===== config.mk =====
export PLATFORM = sky130hd
export DESIGN_NAME = env_block_mac_address_parser
export DESIGN_NICKNAME = d
export VERILOG_FILES = /design/src/hdl/embap_pkg.sv /design/src/hdl/env_block_mac_address_parser.sv /design/src/hdl/embap_in_stage.sv /design/src/hdl/embap_scanner.sv /design/src/hdl/embap_out_stage.sv
export SDC_FILE = /design/constraint.sdc
export NUM_CORES = 1
export LEC_CHECK = 0
export BUFFER_PORTS_ARGS = -buffer_cell sky130_fd_sc_hd__buf_4
export CORE_UTILIZATION = 60
export CTS_BUF_LIST = sky130_fd_sc_hd__clkbuf_8
export DETAILED_ROUTE_END_ITERATION = 7
export GPL_TIMING_DRIVEN = 0
export PLACE_DENSITY = 0.81
export SKIP_LAST_GASP = 1
export SLEW_MARGIN = 0
export SYNTH_ARGS = -nofsm -noshare
export SYNTH_HDL_FRONTEND = slang
export SYNTH_SLANG_ARGS = --single-unit

===== constraint.sdc =====
create_clock -name aclk -period 5.96 [get_ports aclk]
set_input_delay 0.298 -clock aclk [delete_from_list [all_inputs] [get_ports aclk]]
set_output_delay 0.298 -clock aclk [all_outputs]
set_load 0.005 [all_outputs]

===== src/hdl/embap_pkg.sv =====
// Types, constants and character helpers for the environment MAC parser.
// No dependencies.
package embap_pkg;

    localparam logic [3:0] HEADER_BYTES = 4'd9;
    localparam logic [2:0] KEY_LAST     = 3'd7;
    localparam logic [2:0] PAIR_LAST    = 3'd5;
    localparam logic [7:0] CHAR_NUL     = 8'h00;
    localparam logic [7:0] CHAR_COLON   = 8'h3A;

    localparam logic [1:0] ST_OK   = 2'd0;
    localparam logic [1:0] ST_BAD  = 2'd1;
    localparam logic [1:0] ST_NONE = 2'd2;

    typedef enum logic [2:0] {
        PH_HEADER = 3'd0,
        PH_ENTRY  = 3'd1,
        PH_MATCH  = 3'd2,
        PH_SKIP   = 3'd3,
        PH_HIGH   = 3'd4,
        PH_LOW    = 3'd5,
        PH_SEP    = 3'd6,
        PH_DONE   = 3'd7
    } phase_t;

    typedef struct packed {
        logic [7:0] data_byte;
        logic       last_byte;
    } embap_in_t;

    typedef struct packed {
        logic [1:0]  status;
        logic [47:0] mac_address;
    } embap_out_t;

    typedef struct packed {
        logic       emit;
        embap_out_t data;
    } embap_res_t;

    // Characters of "ethaddr=".
    function automatic logic [7:0] key_char(input logic [2:0] pos);
        logic [7:0] ch;
        case (pos)
            3'd0:    ch = 8'h65;
            3'd1:    ch = 8'h74;
            3'd2:    ch = 8'h68;
            3'd3:    ch = 8'h61;
            3'd4:    ch = 8'h64;
            3'd5:    ch = 8'h64;
            3'd6:    ch = 8'h72;
            default: ch = 8'h3D;
        endcase
        return ch;
    endfunction

    function automatic logic is_white(input logic [7:0] c);
        return c inside {8'h20, [8'h09:8'h0D]};
    endfunction

    // Bit 4 flags a hex digit, bits 3:0 hold its value.
    function automatic logic [4:0] hex_digit(input logic [7:0] c);
        logic [4:0] r;
        r = 5'd0;
        if (c inside {[8'h30:8'h39]}) begin
            r = {1'b1, c[3:0]};
        end else if (c inside {[8'h41:8'h46], [8'h61:8'h66]}) begin
            r = {1'b1, c[3:0] + 4'd9};
        end
        return r;
    endfunction

endpackage


===== src/hdl/env_block_mac_address_parser.sv =====
// Boot environment MAC address parser. Takes the environment buffer one byte per
// request on s_ (last_byte marks the final byte), skips a 9-byte header, then looks
// through the NUL-separated name=value entries for "ethaddr". An entry that begins
// with NUL ends the search. The value is decoded as six hex pairs; whitespace may
// come before either digit and colons may follow a pair. Exactly one result leaves
// on m_ per buffer: status 0 with mac_address (first byte in bits 47:40), status 1
// for a malformed value, status 2 when the name is absent. mac_address is zero
// unless status is 0. Bytes after the result are dropped up to last_byte, after
// which the next byte starts a new buffer. Throughput is one byte per clock while
// m_ready is high. A result is shown on m_ once the byte that decides it has been
// accepted into the input register, decoded, and captured in the result register.
// While a result sits unread with m_ready low, one more byte is taken into the
// input register and then s_ready drops.
// Depends on embap_pkg and the embap_ submodules.
module env_block_mac_address_parser import embap_pkg::*; (
    input  logic       aclk,
    input  logic       aresetn,
    input  logic       s_valid,
    output logic       s_ready,
    input  embap_in_t  s_data,
    output logic       m_valid,
    input  logic       m_ready,
    output embap_out_t m_data
);

    logic       out_space;
    logic       fire;
    embap_in_t  item;
    embap_res_t res;

    // Input register: hold a request until the result side has room.
    embap_in_stage u_in (
        .aclk      (aclk),
        .aresetn   (aresetn),
        .s_valid   (s_valid),
        .s_ready   (s_ready),
        .s_data    (s_data),
        .out_space (out_space),
        .fire      (fire),
        .item      (item)
    );

    // Advance the scan state by one byte whenever the held request moves on.
    embap_scanner u_scan (
        .aclk    (aclk),
        .aresetn (aresetn),
        .fire    (fire),
        .item    (item),
        .res     (res)
    );

    // Result register: hold the result until the consumer takes it.
    embap_out_stage u_out (
        .aclk      (aclk),
        .aresetn   (aresetn),
        .fire      (fire),
        .res       (res),
        .out_space (out_space),
        .m_valid   (m_valid),
        .m_ready   (m_ready),
        .m_data    (m_data)
    );

endmodule


===== src/hdl/embap_in_stage.sv =====
// Input register for the parser: holds one request and raises ready when it drains.
// Depends on embap_pkg.
module embap_in_stage import embap_pkg::*; (
    input  logic      aclk,
    input  logic      aresetn,
    input  logic      s_valid,
    output logic      s_ready,
    input  embap_in_t s_data,
    input  logic      out_space,
    output logic      fire,
    output embap_in_t item
);

    logic      valid_reg;
    logic      valid_next;
    embap_in_t item_reg;

    assign fire       = valid_reg && out_space;
    assign s_ready    = !valid_reg || fire;
    assign valid_next = (s_valid && s_ready) || (valid_reg && !fire);
    assign item       = item_reg;

    always_ff @(posedge aclk) begin
        if (!aresetn) begin
            valid_reg <= 1'b0;
        end else begin
            valid_reg <= valid_next;
        end
    end

    always_ff @(posedge aclk) begin
        if (s_valid && s_ready) begin
            item_reg <= s_data;
        end
    end

endmodule


===== src/hdl/embap_scanner.sv =====
// Scan state and per-byte decode: header skip, key match, hex pair decode.
// Depends on embap_pkg.
module embap_scanner import embap_pkg::*; (
    input  logic       aclk,
    input  logic       aresetn,
    input  logic       fire,
    input  embap_in_t  item,
    output embap_res_t res
);

    phase_t      phase_reg,  phase_next;
    logic [3:0]  hc_reg,     hc_next;
    logic [2:0]  mp_reg,     mp_next;
    logic [2:0]  dc_reg,     dc_next;
    logic [3:0]  hn_reg,     hn_next;
    logic [47:0] mac_reg,    mac_next;
    logic        given_reg,  given_next;

    always_comb begin
        phase_t     ph;
        logic [7:0] c;
        logic [4:0] hx;
        logic [2:0] key_pos;
        ph = phase_reg;
        c  = item.data_byte;
        hx = hex_digit(c);
        key_pos = 3'd0;
        if (ph == PH_HEADER && hc_reg >= HEADER_BYTES) begin
            ph = PH_ENTRY;
        end
        phase_next = ph;
        hc_next    = hc_reg;
        mp_next    = mp_reg;
        dc_next    = dc_reg;
        hn_next    = hn_reg;
        mac_next   = mac_reg;
        given_next = given_reg;
        res        = '0;
        res.data.status = ST_NONE;

        case (ph)
            PH_HEADER: begin
                hc_next = hc_reg + 4'd1;
            end
            PH_ENTRY, PH_MATCH: begin
                key_pos = (ph == PH_ENTRY) ? 3'd0 : mp_reg;
                if (ph == PH_ENTRY && c == CHAR_NUL) begin
                    res.emit        = 1'b1;
                    res.data.status = ST_NONE;
                    given_next      = 1'b1;
                    phase_next      = PH_DONE;
                end else if (c == key_char(key_pos)) begin
                    if (key_pos == KEY_LAST) begin
                        mp_next    = key_pos;
                        phase_next = PH_HIGH;
                        dc_next    = 3'd0;
                        mac_next   = '0;
                    end else begin
                        mp_next    = key_pos + 3'd1;
                        phase_next = PH_MATCH;
                    end
                end else begin
                    mp_next    = key_pos;
                    phase_next = (c == CHAR_NUL) ? PH_ENTRY : PH_SKIP;
                end
            end
            PH_SKIP: begin
                if (c == CHAR_NUL) begin
                    phase_next = PH_ENTRY;
                end
            end
            PH_SEP, PH_HIGH: begin
                if (ph == PH_SEP && c == CHAR_COLON) begin
                    phase_next = PH_SEP;
                end else if (is_white(c)) begin
                    phase_next = PH_HIGH;
                end else if (!hx[4]) begin
                    res.emit        = 1'b1;
                    res.data.status = ST_BAD;
                    given_next      = 1'b1;
                    phase_next      = PH_DONE;
                end else begin
                    hn_next    = hx[3:0];
                    phase_next = PH_LOW;
                end
            end
            PH_LOW: begin
                if (is_white(c)) begin
                    phase_next = PH_LOW;
                end else if (!hx[4]) begin
                    res.emit        = 1'b1;
                    res.data.status = ST_BAD;
                    given_next      = 1'b1;
                    phase_next      = PH_DONE;
                end else begin
                    mac_next = {mac_reg[39:0], hn_reg, hx[3:0]};
                    dc_next  = dc_reg + 3'd1;
                    if (dc_reg >= PAIR_LAST) begin
                        res.emit             = 1'b1;
                        res.data.status      = ST_OK;
                        res.data.mac_address = {mac_reg[39:0], hn_reg, hx[3:0]};
                        given_next           = 1'b1;
                        phase_next           = PH_DONE;
                    end else begin
                        phase_next = PH_SEP;
                    end
                end
            end
            default: begin
                phase_next = ph;
            end
        endcase

        // Buffer end: report if nothing was reported yet, then start over.
        if (item.last_byte) begin
            if (!res.emit && !given_reg) begin
                res.emit        = 1'b1;
                res.data.status = (phase_next inside {PH_HIGH, PH_LOW, PH_SEP}) ?
                                  ST_BAD : ST_NONE;
                res.data.mac_address = '0;
            end
            phase_next = PH_HEADER;
            hc_next    = 4'd0;
            mp_next    = 3'd0;
            dc_next    = 3'd0;
            hn_next    = 4'd0;
            mac_next   = '0;
            given_next = 1'b0;
        end
    end

    always_ff @(posedge aclk) begin
        if (!aresetn) begin
            phase_reg <= PH_HEADER;
            hc_reg    <= 4'd0;
            mp_reg    <= 3'd0;
            dc_reg    <= 3'd0;
            given_reg <= 1'b0;
        end else if (fire) begin
            phase_reg <= phase_next;
            hc_reg    <= hc_next;
            mp_reg    <= mp_next;
            dc_reg    <= dc_next;
            given_reg <= given_next;
        end
    end

    always_ff @(posedge aclk) begin
        if (!aresetn) begin
            hn_reg  <= 4'd0;
            mac_reg <= '0;
        end else if (fire) begin
            hn_reg  <= hn_next;
            mac_reg <= mac_next;
        end
    end

endmodule


===== src/hdl/embap_out_stage.sv =====
// Result register: captures a finished result and holds it until taken.
// Depends on embap_pkg.
module embap_out_stage import embap_pkg::*; (
    input  logic       aclk,
    input  logic       aresetn,
    input  logic       fire,
    input  embap_res_t res,
    output logic       out_space,
    output logic       m_valid,
    input  logic       m_ready,
    output embap_out_t m_data
);

    logic       valid_reg;
    logic       valid_next;
    embap_out_t data_reg;

    assign out_space  = !valid_reg || m_ready;
    assign valid_next = (fire && res.emit) || (valid_reg && !m_ready);
    assign m_valid    = valid_reg;
    assign m_data     = data_reg;

    always_ff @(posedge aclk) begin
        if (!aresetn) begin
            valid_reg <= 1'b0;
        end else begin
            valid_reg <= valid_next;
        end
    end

    always_ff @(posedge aclk) begin
        if (fire && res.emit) begin
            data_reg <= res.data;
        end
    end

endmodule


==> flow_summary.html <==
<table>
<tr><th>Metric</th><th>Value</th></tr>
<tr><th colspan="2">Run status</th></tr>
<tr><td>Outcome</td><td>finished, final reports clean</td></tr>
<tr><th colspan="2">Clock tree</th></tr>
<tr><td>Latest clock arrival within the worst-skew pair</td><td>430 ps</td></tr>
<tr><td>Postcts setup bufs</td><td>0</td></tr>
<tr><td>Clk pin slew, worst setup/hold paths</td><td>80 ps</td></tr>
<tr><td>Quantity of gates resized following cts</td><td>0</td></tr>
<tr><td>Total CTS buffers</td><td>17</td></tr>
<tr><td>Maximum count of clock buffers along a single path</td><td>2</td></tr>
<tr><td>TritonCTS clock tree</td><td>done</td></tr>
<tr><td>Clk sink count</td><td>119</td></tr>
<tr><td>Clock Root Buffer</td><td>clkbuf_8</td></tr>
<tr><td>H-tree depth reported by CTS</td><td>4</td></tr>
<tr><td>Hold bufs inserted after CTS</td><td>0</td></tr>
<tr><th colspan="2">Routing</th></tr>
<tr><td>Initial DRC Count</td><td>317</td></tr>
<tr><td>Drt via density</td><td>5.99</td></tr>
<tr><td>Count of nets left with antenna violations after detail routing</td><td>0</td></tr>
<tr><td>First-pass iteration count of the detailed router</td><td>5</td></tr>
<tr><td>Vias after detailed routing</td><td>4572</td></tr>
<tr><td>Total routed wirelength</td><td>13000 microns</td></tr>
<tr><td>Wire length per cell</td><td>17.0 microns</td></tr>
<tr><td>DRC Markers</td><td>0</td></tr>
<tr><th colspan="2">Worst setup path</th></tr>
<tr><td>Crit end category</td><td>flip-flop</td></tr>
<tr><td>Register-to-register setup slack</td><td>1690 ps</td></tr>
<tr><td>Biggest fanout along the worst timing path</td><td>10</td></tr>
<tr><td>CP peak stage delay</td><td>520 ps</td></tr>
<tr><td>Library cell contributing the largest single delay on the critical path</td><td>or4b_4</td></tr>
<tr><td>Number of buffers and inverters on the critical path</td><td>3</td></tr>
<tr><td>Origin of the critical flop-to-flop path</td><td>u_scan.hc_reg[1]$_SDFFE_PN0P_</td></tr>
<tr><td>Kind of launch point of the worst setup path</td><td>flip-flop</td></tr>
<tr><td>Arrival time at the worst endpoint</td><td>4440 ps</td></tr>
<tr><td>CP delay by family, top</td><td>simple AND/OR/NAND/NOR gates</td></tr>
<tr><td>Cell type with the highest occurrence count on the critical path</td><td>ha_1</td></tr>
<tr><td>Kind of critical path</td><td>flip-flop to flip-flop</td></tr>
<tr><td>Worst R2R End</td><td>u_out.m_data[49]$_DFFE_PP_</td></tr>
<tr><td>Critical path cell sequence</td><td>inv_1, ha_1, or4b_4, nand3_2, nand2_1, ha_1, buf_2, or3_1, o31ai_1, a221oi_2, nor4_1, and3_1, buf_6, a221o_1, o211ai_2, and2_1</td></tr>
<tr><td>Required time of the worst setup path</td><td>6140 ps</td></tr>
<tr><td>Number of cells on the worst reg-to-reg path</td><td>16</td></tr>
<tr><th colspan="2">Finish</th></tr>
<tr><td>Number of flip-flops in the largest register</td><td>50</td></tr>
<tr><td>Core utilization of the finished layout</td><td>73.1%</td></tr>
<tr><td>Layout Area Growth over Synthesis</td><td>18.7%</td></tr>
<tr><td>Net count of the finished layout</td><td>666</td></tr>
<tr><td>Total inserted antenna cells</td><td>0</td></tr>
<tr><td>Share of layout cells above drive strength 1</td><td>20.4%</td></tr>
<tr><th colspan="2">Synth</th></tr>
<tr><td>Yosys warns</td><td>0</td></tr>
<tr><td>Cell count after synthesis</td><td>555</td></tr>
<tr><td>Seq/Total Area, Yosys</td><td>52.5%</td></tr>
<tr><td>Post-Syn Nets</td><td>582</td></tr>
<tr><td>Area of the mapped netlist</td><td>5660 sq um</td></tr>
<tr><td>Top FF cell, synth</td><td>dfxtp_1</td></tr>
<tr><td>Synth async-reset ratio</td><td>0%</td></tr>
<tr><td>Number of different library cells in the post-synthesis netlist</td><td>68</td></tr>
<tr><td>Number of enable-type register cells in the synthesized netlist</td><td>59</td></tr>
<tr><td>Seq cells post-synth</td><td>119</td></tr>
<tr><td>Average cell area after synthesis</td><td>10.2 sq um</td></tr>
<tr><th colspan="2">Timing</th></tr>
<tr><td>RSZ-0062 raised after global routing</td><td>no</td></tr>
<tr><td>Crit path time final</td><td>4270 ps</td></tr>
<tr><td>Tcrit/Tclk final</td><td>71.6%</td></tr>
<tr><td>Total count of max-transition violations in the final report</td><td>0</td></tr>
<tr><td>Setup Skew</td><td>15.4 ps</td></tr>
<tr><td>Post-route setup slack</td><td>1690 ps</td></tr>
<tr><td>Aggregate negative setup slack</td><td>0 ps</td></tr>
<tr><td>Max-Slew Margin vs Limit</td><td>36.0%</td></tr>
<tr><td>Hold Fails Final Rpt</td><td>0</td></tr>
<tr><td>Highest attainable clock frequency</td><td>0.234 GHz</td></tr>
<tr><td>Transition time at the pin with the least slew margin</td><td>959 ps</td></tr>
<tr><td>Setup Viol. Count Final</td><td>0</td></tr>
<tr><th colspan="2">Floorplan</th></tr>
<tr><td>Number of placement rows</td><td>35</td></tr>
<tr><td>CORE AREA</td><td>9200 sq um</td></tr>
<tr><td>DIE AREA</td><td>9830 sq um</td></tr>
<tr><td>Effective utilization at floorplan</td><td>61.6%</td></tr>
<tr><td>Floorplan die width</td><td>99.2 microns</td></tr>
<tr><td>Y dimension of the die</td><td>99.2 microns</td></tr>
<tr><td>Num ports</td><td>65</td></tr>
<tr><th colspan="2">Placement</th></tr>
<tr><td>Placer congestion estimate</td><td>0.906</td></tr>
<tr><td>Pre-CTS WS</td><td>1810 ps</td></tr>
<tr><td>Number of port buffers</td><td>64</td></tr>
<tr><td>Detailed Place HPWL</td><td>9160 microns</td></tr>
<tr><th colspan="2">Power and ir drop</th></tr>
<tr><td>Worst IR Drop VDD</td><td>0.158 mV</td></tr>
<tr><td>Net switching power of the design</td><td>404 uW</td></tr>
<tr><td>Combinational share of power</td><td>4.6%</td></tr>
<tr><td>Clock share of power</td><td>43.8%</td></tr>
<tr><td>Sequential share of power</td><td>51.6%</td></tr>
<tr><td>Power Density</td><td>250 nW/um^2</td></tr>
<tr><td>Net Sw Frac</td><td>24.0%</td></tr>
<tr><td>Internal power</td><td>1280 uW</td></tr>
<tr><td>Static Leak</td><td>0.00262 uW</td></tr>
<tr><th colspan="2">Min path</th></tr>
<tr><td>Hold Path Stages</td><td>1</td></tr>
<tr><td>Worst hold start</td><td>s_data[2]</td></tr>
<tr><td>Hold-critical path endpoint</td><td>u_in.item[2]$_DFFE_PP_</td></tr>
<tr><td>Hold crit path type</td><td>input pin to flip-flop</td></tr>
<tr><th colspan="2">Global routing</th></tr>
<tr><td>Pin count of the biggest net entering global routing</td><td>29</td></tr>
<tr><td>Via count of the first global-routing pass</td><td>4236</td></tr>
<tr><td>Total GRT Usage</td><td>27.7%</td></tr>
<tr><td>Global-route wire length before repair</td><td>21100 microns</td></tr>
<tr><td>GR Overflow Total</td><td>0</td></tr>
<tr><td>Initial antenna violation count</td><td>0</td></tr>
<tr><th colspan="2">Job</th></tr>
<tr><td>Number of max-cap violations</td><td>0</td></tr>
</table>
## layout by cell type, fill, tap and decap left out, types with 6 or more instances in the layout
| cell | n |
|---|---|
| nand3_1 | 43 |
| buf_2 | 9 |
| edfxtp_1 | 59 |
| buf_4 | 67 |
| nor2b_1 | 14 |
| a21oi_1 | 17 |
| clkbuf_8 | 18 |
| inv_1 | 14 |
| and2_1 | 50 |
| nand2b_1 | 6 |
| o21ai_0 | 13 |
| a21boi_1 | 39 |
| ha_1 | 14 |
| and3_1 | 6 |
| dfxtp_1 | 60 |
| clkbuf_1 | 17 |
| nor3_1 | 7 |
| nand2_1 | 62 |
| nor2_1 | 28 |
## metrics by stage
step                      instances  hold slack [ps]  instance area, sq um  power, uW
after CTS                       763             23.3                  6720       1680
after global placement          730              436                  6280        959
after detailed placement        731              441                  6330        962
final                           763             42.7                  6720       1680
after global routing            763             25.0                  6720       1730
after floorplan                 555              397                  5660        935
## area by class of cell
cell class                 instances  area, sq um
sequential                       119         2970
multi-input combinational        390         2490
fill                             683         2470
timing repair buffer              65          508
clock buffer                      18          248
buffer                            33          169
clock inverter                    14          148
tap                              111          139
inverter                          13         48.8
## how the worst max path moves through the flow
stage                     depth (start not counted)                               to  slack [ps]                     startpoint
final                                            16       u_out.m_data[49]$_DFFE_PP_        1690  u_scan.hc_reg[1]$_SDFFE_PN0P_
after global routing                             16  u_scan.mac_reg[16]$_SDFFE_PN0P_        1440  u_scan.hc_reg[1]$_SDFFE_PN0P_
after CTS                                        16       u_out.m_data[49]$_DFFE_PP_        1760  u_scan.hc_reg[1]$_SDFFE_PN0P_
after floorplan                                   7        u_out.m_data[0]$_DFFE_PP_        1290         u_in.item[1]$_DFFE_PP_
after global placement                            7       u_out.m_data[27]$_DFFE_PP_          90         u_in.item[1]$_DFFE_PP_
after detailed placement                         16       u_out.m_data[49]$_DFFE_PP_        1810  u_scan.hc_reg[1]$_SDFFE_PN0P_
## synthesized netlist by cell type (6+ instances only)
cell | count | area share [%]
ha_1 | 14 | 3.1
edfxtp_1 | 59 | 31
nand3_1 | 43 | 3.8
buf_2 | 9 | 0.80
dfxtp_1 | 60 | 21
a21boi_1 | 39 | 5.2
nor3_1 | 7 | 0.62
clkbuf_1 | 17 | 1.1
and3_1 | 6 | 0.66
nand2_1 | 62 | 4.1
and2_1 | 50 | 5.5
o21ai_0 | 13 | 1.1
nand2b_1 | 6 | 0.66
inv_1 | 13 | 0.86
a21oi_1 | 17 | 1.5
nor2_1 | 28 | 1.9
nor2b_1 | 14 | 1.5
## power by group through the flow
| stage | sequential (uW) | clock (uW) | combinational (uW) |
|---|---|---|---|
| 5_1_grt | 869 | 782 | 84.1 |
| 2_1_floorplan | 886 | 0 | 49.4 |
| 6_report | 868 | 737 | 77.8 |
| 3_3_place_gp | 887 | 0 | 72.0 |
| 4_1_cts | 867 | 740 | 77.1 |
| 3_5_place_dp | 886 | 0 | 76.5 |
## cells by family after synthesis
logic type,share of synthesized area [%]
compound gates,16.2
xor+xnor,0.155
fa+ha+maj,3.09
buf+inv,3.84
flops,52.5
mux,0.552
simple gates,23.7
## routing by layer
layer / vias to the layer above / share of wire (%) / track usage, %
met5: - / 0 / 0
met4: 0 / 1.6 / 9.16
met3: 27 / 5.6 / 5.34
met2: 178 / 48 / 45.2
met1: 2211 / 45 / 37.5
li1: 2156 / - / -
Power figures use the tool's default switching activity.
